<file path="src/sv/rstab_pkg.sv">
`default_nettype none
package rstab_pkg;

    localparam int SLOTS   = 64;
    localparam int SLOT_W  = $clog2(SLOTS);
    localparam int ID_W    = 10;
    localparam int SAL_W   = 25;
    localparam int SEC_W   = 3;
    localparam int OSLOT_W = 6;

    localparam int IN_DATA_W  = 40;
    localparam int OUT_DATA_W = 40;

    typedef enum logic [1:0] {
        MODE_CLEAR  = 2'd0,
        MODE_INSERT = 2'd1,
        MODE_LOOKUP = 2'd2,
        MODE_REMOVE = 2'd3
    } t_mode;

    typedef enum logic [1:0] {
        ST_IDLE,
        ST_SCAN,
        ST_FINISH
    } t_state;

    typedef struct packed {
        logic start;
        logic scan;
        logic commit;
    } t_cmd;

    typedef struct packed {
        logic clear;
        logic hit;
        logic last;
        logic out_free;
    } t_stat;

endpackage
`default_nettype wire

</file>
<file path="src/sv/record_slot_table.sv">
// a clear request skips the scan; insert, lookup and remove scan the slots from slot 0
// up to the first slot that qualifies, or through all SLOTS (64) slots when none
// qualifies, and then give their result
// one request at a time: the next is taken only after the result of the last one is
// loaded; the scan reads the slots one by one through the single read port of the slot memory
// reset: every slot empty, no result pending; slot contents stay as they were
`default_nettype none
module record_slot_table (
    input  wire                                  i_clk,
    input  wire                                  i_rst_n,
    input  wire                                  i_s_tvalid,
    output logic                                 o_s_tready,
    // id[9:0], salary[34:10], sector[37:35], zero[39:38]
    input  wire [rstab_pkg::IN_DATA_W-1:0]       i_s_tdata,
    input  wire [1:0]                            i_s_tuser,   // mode[1:0]
    output logic                                 o_m_tvalid,
    input  wire                                  i_m_tready,
    // slot[5:0], found_salary[30:6], found_sector[33:31]
    output logic [rstab_pkg::OUT_DATA_W-1:0]     o_m_tdata,
    output logic                                 o_m_tuser    // status
);

    rstab_pkg::t_cmd  w_cmd;
    rstab_pkg::t_stat w_stat;

    logic [rstab_pkg::OSLOT_W-1:0] w_slot;
    logic [rstab_pkg::SAL_W-1:0]   w_fsal;
    logic [rstab_pkg::SEC_W-1:0]   w_fsec;

    rstab_ctrl u_ctrl (
        .i_clk      (i_clk),
        .i_rst_n    (i_rst_n),
        .i_s_tvalid (i_s_tvalid),
        .o_s_tready (o_s_tready),
        .i_stat     (w_stat),
        .o_cmd      (w_cmd)
    );

    rstab_dp u_dp (
        .i_clk          (i_clk),
        .i_rst_n        (i_rst_n),
        .i_cmd          (w_cmd),
        .o_stat         (w_stat),
        .i_mode         (i_s_tuser),
        .i_id           (i_s_tdata[9:0]),
        .i_salary       (i_s_tdata[34:10]),
        .i_sector       (i_s_tdata[37:35]),
        .i_m_tready     (i_m_tready),
        .o_valid        (o_m_tvalid),
        .o_status       (o_m_tuser),
        .o_slot         (w_slot),
        .o_found_salary (w_fsal),
        .o_found_sector (w_fsec)
    );

    assign o_m_tdata = {6'd0, w_fsec, w_fsal, w_slot};

endmodule
`default_nettype wire

</file>
<file path="src/sv/rstab_ctrl.sv">
`default_nettype none
module rstab_ctrl (
    input  wire                i_clk,
    input  wire                i_rst_n,
    input  wire                i_s_tvalid,
    output logic               o_s_tready,
    input  rstab_pkg::t_stat   i_stat,
    output rstab_pkg::t_cmd    o_cmd
);

    rstab_pkg::t_state r_state;
    rstab_pkg::t_state n_state;

    always_ff @(posedge i_clk) begin
        if (!i_rst_n) begin
            r_state <= rstab_pkg::ST_IDLE;
        end else begin
            r_state <= n_state;
        end
    end

    always_comb begin
        n_state      = r_state;
        o_s_tready   = 1'b0;
        o_cmd.start  = 1'b0;
        o_cmd.scan   = 1'b0;
        o_cmd.commit = 1'b0;
        unique case (r_state)
            rstab_pkg::ST_IDLE: begin
                o_s_tready = 1'b1;
                if (i_s_tvalid) begin
                    o_cmd.start = 1'b1;
                    n_state     = rstab_pkg::ST_SCAN;
                end
            end
            rstab_pkg::ST_SCAN: begin
                priority if (i_stat.clear) begin
                    n_state = rstab_pkg::ST_FINISH;
                end else if (i_stat.hit || i_stat.last) begin
                    o_cmd.scan = 1'b1;
                    n_state    = rstab_pkg::ST_FINISH;
                end else begin
                    o_cmd.scan = 1'b1;
                end
            end
            rstab_pkg::ST_FINISH: begin
                // hold the result until the output register can take it
                if (i_stat.out_free) begin
                    o_cmd.commit = 1'b1;
                    n_state      = rstab_pkg::ST_IDLE;
                end
            end
            default: begin
                n_state = rstab_pkg::ST_IDLE;
            end
        endcase
    end

endmodule
`default_nettype wire

</file>
<file path="src/sv/rstab_dp.sv">
`default_nettype none
module rstab_dp (
    input  wire                                i_clk,
    input  wire                                i_rst_n,
    input  rstab_pkg::t_cmd                    i_cmd,
    output rstab_pkg::t_stat                   o_stat,
    input  wire [1:0]                          i_mode,
    input  wire [rstab_pkg::ID_W-1:0]          i_id,
    input  wire [rstab_pkg::SAL_W-1:0]         i_salary,
    input  wire [rstab_pkg::SEC_W-1:0]         i_sector,
    input  wire                                i_m_tready,
    output logic                               o_valid,
    output logic                               o_status,
    output logic [rstab_pkg::OSLOT_W-1:0]      o_slot,
    output logic [rstab_pkg::SAL_W-1:0]        o_found_salary,
    output logic [rstab_pkg::SEC_W-1:0]        o_found_sector
);

    // request
    rstab_pkg::t_mode                r_mode;
    logic [rstab_pkg::ID_W-1:0]      r_id;
    logic [rstab_pkg::SAL_W-1:0]     r_sal;
    logic [rstab_pkg::SEC_W-1:0]     r_sec;

    // scan
    logic [rstab_pkg::SLOT_W-1:0]    r_addr;
    logic                            r_issue_done;
    logic                            r_p_vld;
    logic [rstab_pkg::SLOT_W-1:0]    r_p_idx;
    logic                            r_p_free;
    logic [rstab_pkg::ID_W-1:0]      r_rd_id;
    logic [rstab_pkg::SAL_W-1:0]     r_rd_sal;
    logic [rstab_pkg::SEC_W-1:0]     r_rd_sec;

    // match
    logic                            r_found;
    logic [rstab_pkg::SLOT_W-1:0]    r_res_idx;
    logic [rstab_pkg::SAL_W-1:0]     r_res_sal;
    logic [rstab_pkg::SEC_W-1:0]     r_res_sec;

    logic [rstab_pkg::SLOTS-1:0]     r_valid;

    logic [rstab_pkg::ID_W-1:0]      r_mem_id  [rstab_pkg::SLOTS];
    logic [rstab_pkg::SAL_W-1:0]     r_mem_sal [rstab_pkg::SLOTS];
    logic [rstab_pkg::SEC_W-1:0]     r_mem_sec [rstab_pkg::SLOTS];

    logic                            r_ovalid;
    logic                            r_ostatus;
    logic [rstab_pkg::OSLOT_W-1:0]   r_oslot;
    logic [rstab_pkg::SAL_W-1:0]     r_osal;
    logic [rstab_pkg::SEC_W-1:0]     r_osec;

    logic w_hit;
    logic w_issue;

    assign w_issue = i_cmd.scan && !r_issue_done;

    // insert wants the first empty slot, lookup and remove the first valid match
    assign w_hit = r_p_vld && ((r_mode == rstab_pkg::MODE_INSERT) ? r_p_free
                             : (!r_p_free && (r_rd_id == r_id)));

    assign o_stat.clear    = (r_mode == rstab_pkg::MODE_CLEAR);
    assign o_stat.hit      = w_hit;
    assign o_stat.last     = r_p_vld
                           && (r_p_idx == rstab_pkg::SLOT_W'(rstab_pkg::SLOTS - 1));
    assign o_stat.out_free = !r_ovalid || i_m_tready;

    always_ff @(posedge i_clk) begin
        if (i_cmd.start) begin
            r_mode <= rstab_pkg::t_mode'(i_mode);
            r_id   <= i_id;
            r_sal  <= i_salary;
            r_sec  <= i_sector;
        end
    end

    always_ff @(posedge i_clk) begin
        if (!i_rst_n) begin
            r_addr       <= '0;
            r_issue_done <= 1'b0;
            r_p_vld      <= 1'b0;
            r_found      <= 1'b0;
        end else begin
            r_p_vld <= w_issue;
            if (i_cmd.start) begin
                r_addr       <= '0;
                r_issue_done <= 1'b0;
                r_found      <= 1'b0;
            end else begin
                if (w_issue) begin
                    if (r_addr == rstab_pkg::SLOT_W'(rstab_pkg::SLOTS - 1)) begin
                        r_issue_done <= 1'b1;
                    end else begin
                        r_addr <= r_addr + 1'b1;
                    end
                end
                if (i_cmd.scan && w_hit) begin
                    r_found <= 1'b1;
                end
            end
        end
    end

    always_ff @(posedge i_clk) begin
        r_p_idx  <= r_addr;
        r_p_free <= !r_valid[r_addr];
        r_rd_id  <= r_mem_id[r_addr];
        r_rd_sal <= r_mem_sal[r_addr];
        r_rd_sec <= r_mem_sec[r_addr];
        if (i_cmd.scan && w_hit) begin
            r_res_idx <= r_p_idx;
            r_res_sal <= r_rd_sal;
            r_res_sec <= r_rd_sec;
        end
    end

    always_ff @(posedge i_clk) begin
        if (i_cmd.commit && (r_mode == rstab_pkg::MODE_INSERT) && r_found) begin
            r_mem_id[r_res_idx]  <= r_id;
            r_mem_sal[r_res_idx] <= r_sal;
            r_mem_sec[r_res_idx] <= r_sec;
        end
    end

    always_ff @(posedge i_clk) begin
        if (!i_rst_n) begin
            r_valid <= '0;
        end else if (i_cmd.commit) begin
            unique case (r_mode)
                rstab_pkg::MODE_CLEAR: begin
                    r_valid <= '0;
                end
                rstab_pkg::MODE_INSERT: begin
                    if (r_found) begin
                        r_valid[r_res_idx] <= 1'b1;
                    end
                end
                rstab_pkg::MODE_REMOVE: begin
                    if (r_found) begin
                        r_valid[r_res_idx] <= 1'b0;
                    end
                end
                rstab_pkg::MODE_LOOKUP: begin
                end
                default: begin
                end
            endcase
        end
    end

    always_ff @(posedge i_clk) begin
        if (!i_rst_n) begin
            r_ovalid <= 1'b0;
        end else if (i_cmd.commit) begin
            r_ovalid <= 1'b1;
        end else if (i_m_tready) begin
            r_ovalid <= 1'b0;
        end
    end

    always_ff @(posedge i_clk) begin
        if (i_cmd.commit) begin
            r_ostatus <= (r_mode != rstab_pkg::MODE_CLEAR) && !r_found;
            r_oslot   <= r_found ? rstab_pkg::OSLOT_W'(r_res_idx) : '0;
            r_osal    <= (r_found && (r_mode == rstab_pkg::MODE_LOOKUP)) ? r_res_sal : '0;
            r_osec    <= (r_found && (r_mode == rstab_pkg::MODE_LOOKUP)) ? r_res_sec : '0;
        end
    end

    assign o_valid        = r_ovalid;
    assign o_status       = r_ostatus;
    assign o_slot         = r_oslot;
    assign o_found_salary = r_osal;
    assign o_found_sector = r_osec;

    a_insert_sets_valid: assert property (@(posedge i_clk) disable iff (!i_rst_n)
        (i_cmd.commit && (r_mode == rstab_pkg::MODE_INSERT) && r_found)
        |=> r_valid[r_res_idx])
        else $error("inserted slot not marked valid");

    a_clear_empties: assert property (@(posedge i_clk) disable iff (!i_rst_n)
        (i_cmd.commit && (r_mode == rstab_pkg::MODE_CLEAR)) |=> (r_valid == '0))
        else $error("clear left a valid slot");

    a_result_from_commit: assert property (@(posedge i_clk) disable iff (!i_rst_n)
        $rose(r_ovalid) |-> $past(i_cmd.commit))
        else $error("result appeared without a commit");

    a_remove_clears_valid: assert property (@(posedge i_clk) disable iff (!i_rst_n)
        (i_cmd.commit && (r_mode == rstab_pkg::MODE_REMOVE) && r_found)
        |=> !r_valid[r_res_idx])
        else $error("removed slot still valid");

endmodule
`default_nettype wire

</file>
<file path="config.mk">
export PLATFORM = sky130hd
export DESIGN_NAME = record_slot_table
export DESIGN_NICKNAME = d
export VERILOG_FILES = /design/src/sv/rstab_pkg.sv /design/src/sv/record_slot_table.sv /design/src/sv/rstab_ctrl.sv /design/src/sv/rstab_dp.sv
export SDC_FILE = /design/constraint.sdc
export NUM_CORES = 2
export LEC_CHECK = 0
export BUFFER_PORTS_ARGS = -buffer_cell sky130_fd_sc_hd__buf_2
export CELL_PAD_IN_SITES_DETAIL_PLACEMENT = 0
export CELL_PAD_IN_SITES_GLOBAL_PLACEMENT = 1
export CORE_AREA = 4 4 316 550
export CTS_CLUSTER_DIAMETER = 80
export DETAILED_ROUTE_END_ITERATION = 10
export DIE_AREA = 0 0 320 554
export GPL_TIMING_DRIVEN = 0
export MAX_ROUTING_LAYER = met4
export PLACE_DENSITY_LB_ADDON = 0.25
export SLEW_MARGIN = 20
export SYNTH_ARGS = -nofsm -noshare
export SYNTH_HDL_FRONTEND = slang
export SYNTH_SLANG_ARGS = --single-unit
</file>
<file path="constraint.sdc">
create_clock -name i_clk -period 7.15 [get_ports i_clk]
set_clock_uncertainty 0.1 [all_clocks]
set_input_delay 0.715 -clock i_clk [delete_from_list [all_inputs] [get_ports i_clk]]
set_output_delay 0.715 -clock i_clk [all_outputs]
set_load 0.01 [all_outputs]
</file>
Yosys cells after proc, flatten, opt, wreduce, memory -nomap -nowiden
Memories as Yosys holds them, arrays and structs flattened. A register that Yosys moved wholly into a read port is not among the register bits.
Index checks and enable logic that the tools add are counted.

operators by class
  add/sub/neg operators = 1
  $mul = 0
  div/mod/pow operators = 0
  $lt $le $gt $ge = 3
  equal/unequal tests = 13
  shifts and indexed selects = 0
  multiplexer cells = 24
  bitwise gates (word level) = 5
  reduce and logical (&&, ||, !) cells = 27

operators with widths
  cell                                                   number
  case mux 64 bit (3 select lines)                       1
  2-to-1 mux 64 bit                                      2
  bitwise AND 64 bit                                     1
  inverter 64 bit                                        1
  bitwise OR 64 bit                                      1
  < comparator 6 x 7 -> 1 bit, second input constant     2
  2-to-1 mux 1 bit                                       14
  == test 6 bit, second input constant                   2
  == test 10 bit                                         1
  logical AND 1 bit                                      10
  2-to-1 mux 2 bit                                       4
  adder 6 x 1 -> 6 bit, second input constant            1
  binary-select mux 1 bit (select 6 bit)                 1
  demux 1 bit (select 6 bit)                             1
  == test 2 bit, second input constant                   3
  >= comparator 6 x 1 -> 1 bit, second input constant    1
  inequality test 2 x 1 -> 1 bit, second input constant  3
  case mux 2 bit (3 select lines)                        1
  zero test 1 bit                                        5
  == test 2 x 1 -> 1 bit, second input constant          2
  zero test 2 bit                                        2
  AND reduction 2 bit                                    2
  AND reduction 4 bit                                    1
  nonzero test 2 bit                                     2
  other kinds (7)                                        9

word-level totals
  flip-flop bits (word level) = 192
  bits in latches = 0
  RAM bits = 2,432
  memory bits (read-only) = 0
  input bits = 46
  output and inout bits = 43
  memories = 3

memories
  memory          depth  width  read ports  clocked after memory_dff  write ports  RTL line        source
  u_dp.r_mem_sal  64     25     1           1                         1            rstab_dp.sv:44  logic [rstab_pkg::SAL_W-1:0] r_mem_sal [rstab_pkg::SLOTS];
  u_dp.r_mem_id   64     10     1           1                         1            rstab_dp.sv:43  logic [rstab_pkg::ID_W-1:0] r_mem_id [rstab_pkg::SLOTS];
  u_dp.r_mem_sec  64     3      1           1                         1            rstab_dp.sv:45  logic [rstab_pkg::SEC_W-1:0] r_mem_sec [rstab_pkg::SLOTS];

Logic depth before layout (Yosys ltp)
  depth after elaboration = 8
  gate-level depth with buffers = 11

Cells and area by module
From an unflattened synthesis, not the netlist that was laid out.

second synthesis, totals
  cell total of the unflattened synthesis = 4,730
  area total of the unflattened synthesis = 101,115.7 um2

by module, submodules not included
  module             times used  cells an instance  area each (um2)  seq. area each (um2)
  rstab_dp           1           4,709              100,950.6        78,685.5
  rstab_ctrl         1           14                 116.4            40.0
  record_slot_table  1           7                  48.8             0.0

Worst setup path before layout
Ideal clock, no wire load.

  path type = reg2reg
  start point = register u_dp.r_id[5] (netlist name)
  end point = register u_dp.r_res_idx[0] (netlist name), enable pin
  setup time = 0.438 ns
  data arrival time = 3.625 ns
  required time = 6.612 ns
  slack = 2.987 ns
  stages on the path, launching flop included = 5
  path buffers = 0
  period minus slack after synthesis = 4.163 ns
  cells stage by stage = edfxtp_1 xnor2_1 nand3_1 or4_1 a21oi_1

between the ends
  cells in the longest elaborated chain, start to end = 5

RTL lines
  item                      RTL line         source
  start: declaration        rstab_dp.sv:21   logic [rstab_pkg::ID_W-1:0] r_id;
  start signal: assignment  rstab_dp.sv:71   r_id <= i_id;
  == test 10 bit            rstab_dp.sv:60   : (!r_p_free && (r_rd_id == r_id)));
  logical AND 1 bit         rstab_dp.sv:60
  2-to-1 mux 1 bit          rstab_dp.sv:59   assign w_hit = r_p_vld && ((r_mode == rstab_pkg::MODE_INSERT) ? r_p_free
  logical AND 1 bit         rstab_dp.sv:59
  logical AND 1 bit         rstab_dp.sv:110  if (i_cmd.scan && w_hit) begin
  end signal: assignment    rstab_dp.sv:111  r_res_idx <= r_p_idx;
  end: declaration          rstab_dp.sv:37   logic [rstab_pkg::SLOT_W-1:0] r_res_idx;

Every way passes these cells.
A chain may end at the register's enable or synchronous reset.

==> flow_summary_export.csv <==
group,metric,value,unit
logic_synthesis,yosysTopAreaCell,"edfxtp_1",
clock_network,cts_made_buffers,229,
layout,finish.instance_area,0.1183,sq mm
route,postRouteAntennaNets,0,
logic_synthesis,synth_top_area_share,75.58,%
run,cap_violations,0,
clock_network,clk_path_buf_depth,4,
floorplan,die_y,554,um
logic_synthesis,synth_edf_count,2541,
clock_network,clkTransAtPathRegs,0.07,ns
layout,drive_gt1_share,27.95,%
clock_network,cts_tree,"yes",
critical_path,reg2reg_slack,2.01,ns
sta,drv_slew,0,
logic_synthesis,synth_cell_types,66,
pwr,p_sw,0.006309,W
logic_synthesis,yosys_most_used_dff,"edfxtp_1",
critical_path,critPathMaxFanout,10,
critical_path,critPathArrivalTime,5.87,ns
logic_synthesis,synth_area,0.1010,sq mm
route,vias,55500,
global_route,grtUsageTotal,39.61,%
sta,worstMarginPinSlew,1.300,ns
floorplan,boundaryPins,89,
clock_network,cts.sinks,2662,
critical_path,critPathCaptureType,"register",
clock_network,cts_resized,0,
placement,dpl.hpwl,236.5,mm
clock_network,postCtsSetupBuffers,0,
pwr,vdd_drop_max,0.2229,mV
placement,io_buffers,79,
route,viasPerCell,7.232,
clock_network,clock_latency,0.88,ns
pwr,power_frac_comb,3.5,%
global_route,grt_antenna_before_repair,16,
global_route,grt_pass1_vias,54730,
global_route,gr-total-overflow,0,
logic_synthesis,yosys_register_bits,2662,
layout,nets,5296,
pwr,powerDensity,260.2,mW/mm^2
logic_synthesis,syn_avg_cell_area,21.82,sq um
floorplan,die_w,320,um
sta,setup_viol,0,
sta,finalHoldViolCount,0,
layout,final_util,69.82,%
global_route,grt_pass1_wl,456.4,mm
sta,period_needed,5.144,ns
sta,period_share,71.94,%
logic_synthesis,yosys-top-cells-area,"edfxtp_1, mux4_2, dfxtp_1",
floorplan,dieArea,0.1773,sq mm
floorplan,start_util,59.59,%
floorplan,fp.coreArea,0.1694,sq mm
critical_path,startpoint_type,"register",
placement,place.gp.congestion,0.9457,
floorplan,rows,200,
placement,place_area,0.1104,sq mm
sta,rsz0062_at_grt,"false",
logic_synthesis,synth_common_cells,"edfxtp_1, mux4_2, clkbuf_1, mux2i_1, a22oi_1",
placement,post-place-ws,2.465,ns
critical_path,cp.required,7.87,ns
route,drt-total-wl,338.0,mm
pwr,total_power,0.03078,W
sta,max-slew-margin-rel,13.33,%
logic_synthesis,syn_inst,4626,
route,route.detailed.drc,0,
pwr,pwr-share-clk,40.6,%
route,dr.pass1.iters,8,
clock_network,cts_root_buffer,"clkbuf_16",
status,status,"complete, no violations",
sta,clock.fmax,194.4,MHz
pwr,p_int,0.02447,W
logic_synthesis,ys_seq_area_share,77.98,%
pwr,sw_frac_of_total,20.50,%
pwr,leakage,36.76,nW
min_path,holdCritPathClass,"input port to register",
pwr,p_seq_share,55.9,%
critical_path,worstSetupPathType,"register to register",
logic_synthesis,yosysWarnings,0,
logic_synthesis,async_flop_share,0,%
route,wire_per_inst,44.04,um
logic_synthesis,yosysMostFrequentCell,"edfxtp_1",
global_route,grt_max_degree,33,
layout,area_growth,17.16,%
clock_network,ctsHtreeMaxLevel,4,
sta,fin_ws,2.006,ns
route,drt-initial-drc-count,10090,
==> per-layer routing <==
layer,global-route usage (%),routed length [um],vias to the layer above
met3,8.922,37350,1360
met5,-,0,-
met4,29.73,34170,0
li1,-,-,20770
met1,44.68,101400,28540
met2,62.10,165000,4829
==> cells in the final DEF, fill, tap and decap left out, types with 30 or more instances in the layout <==
master         netlist  final
edfxtp_1          2541   2541
mux4_2             585    585
clkbuf_16            0    230
clkbuf_1           147    171
mux2i_1            147    147
buf_2               57    141
a22oi_1            132    132
dfxtp_1            121    121
buf_16               0     99
buf_12               0     88
o21ai_0             81     81
buf_8                1     79
o21a_1              66     66
nor2_4               0     65
a21boi_0            65     65
a21oi_1             58     57
a211oi_1            61     55
nand2_1             50     50
nor2_1             108     41
o22ai_1             41     41
buf_6               34     38
dlygate4sd3_1        0     38
clkbuf_2             0     37
buf_4               33     34
clkinv_1             1     34
clkinv_2             0     33
and3_1              30     30
==> power groups by stage <==
stage / registers [W] / clock network, W / logic, W
floorplan: 0.0176 / 0 / 0.000471
finish: 0.0172 / 0.0125 / 0.00108
detailed placement: 0.0175 / 0 / 0.00105
global placement: 0.0178 / 0 / 0.000715
CTS: 0.0172 / 0.0125 / 0.00107
global route: 0.0172 / 0.0131 / 0.00112
==> logic make-up (layout without fill, tap and decap cells) <==
kind of cell / after synthesis / in the layout / share of synthesized area, %
xor+xnor: 15 / 15 / 0.1301
other cells: 1 / 26 / 0.003714
simple gates: 318 / 318 / 1.574
mux: 737 / 737 / 14.56
compound gates: 601 / 601 / 4.200
fa+ha+maj: 1 / 1 / 0.01239
buf+inv: 291 / 1092 / 1.539
flops: 2662 / 2662 / 77.98
==> final cells by class <==
class                           instances  area (sq um)
Antenna cell                           20         50.05
Buffer                                289          1599
Clock buffer                          303          6160
Clock inverter                        111          1214
Fill cell                            9947         51130
Inverter                                2         7.507
Multi-Input combinational cell       1678         21260
Sequential cell                      2662         78730
Tap cell                             2222          2780
Timing Repair Buffer                  387          6486
==> timing repair <==
action | 4_1_cts | 5_1_grt
hold buffers | 38 | 0
endpoints found under the hold margin | 38 | 0
endpoints found under the setup margin | 0 | 0
==> critical path: stages (launching register included) <==
cell and delay (ns):
dfxtp_1 0.34, buf_2 0.42, buf_2 0.55, buf_1 0.98
nand3b_1 1.22, o22ai_1 0.48, a211oi_1 0.09, a21oi_1 0.59
a22o_1 0.27
==> path summary, 6_finish.rpt <==
check / startpoint / to / cells past startpoint
worst max-delay path: u_dp.r_addr[2]$_SDFFE_PP0P_ / u_dp.r_rd_sal[22]$_DFF_P_ / 8
worst max register to register: u_dp.r_addr[2]$_SDFFE_PP0P_ / u_dp.r_rd_sal[22]$_DFF_P_ / 8
worst min register to register: u_dp.r_addr[4]$_SDFFE_PP0P_ / u_dp.r_p_idx[4]$_DFF_P_ / 0
worst min-delay path: i_s_tdata[25] / u_dp.r_sal[15]$_DFFE_PP_ / 1
==> state kept, by name (all words and copies together) (netlist names), 2 cells and up <==
register             count
u_dp.o_found_sector      3
u_dp.r_mem_sec         192
u_dp.r_res_idx           6
u_dp.r_mem_id          640
u_dp.r_id               10
u_dp.r_addr              6
u_dp.r_res_sal          25
u_dp.r_res_sec           3
u_dp.r_valid            64
u_dp.r_sec               3
u_dp.r_mode              2
u_dp.r_rd_id            10
u_dp.r_mem_sal        1600
u_ctrl.r_state           2
u_dp.o_found_salary     25
u_dp.r_rd_sal           25
u_dp.r_rd_sec            3
u_dp.r_sal              25
u_dp.o_slot              6
u_dp.r_p_idx             6
==> through the flow <==
step           cells  hold WS (ns)  TNS (ns)
6_report        7674       0.03232         0
5_1_grt         7669       0.02881         0
2_1_floorplan   4631        0.2290         0
3_5_place_dp    7201        0.2353         0
4_1_cts         7653       0.05414         0
3_3_place_gp    6932        0.2355  -1572.87
(Power assumes the default switching activity.)
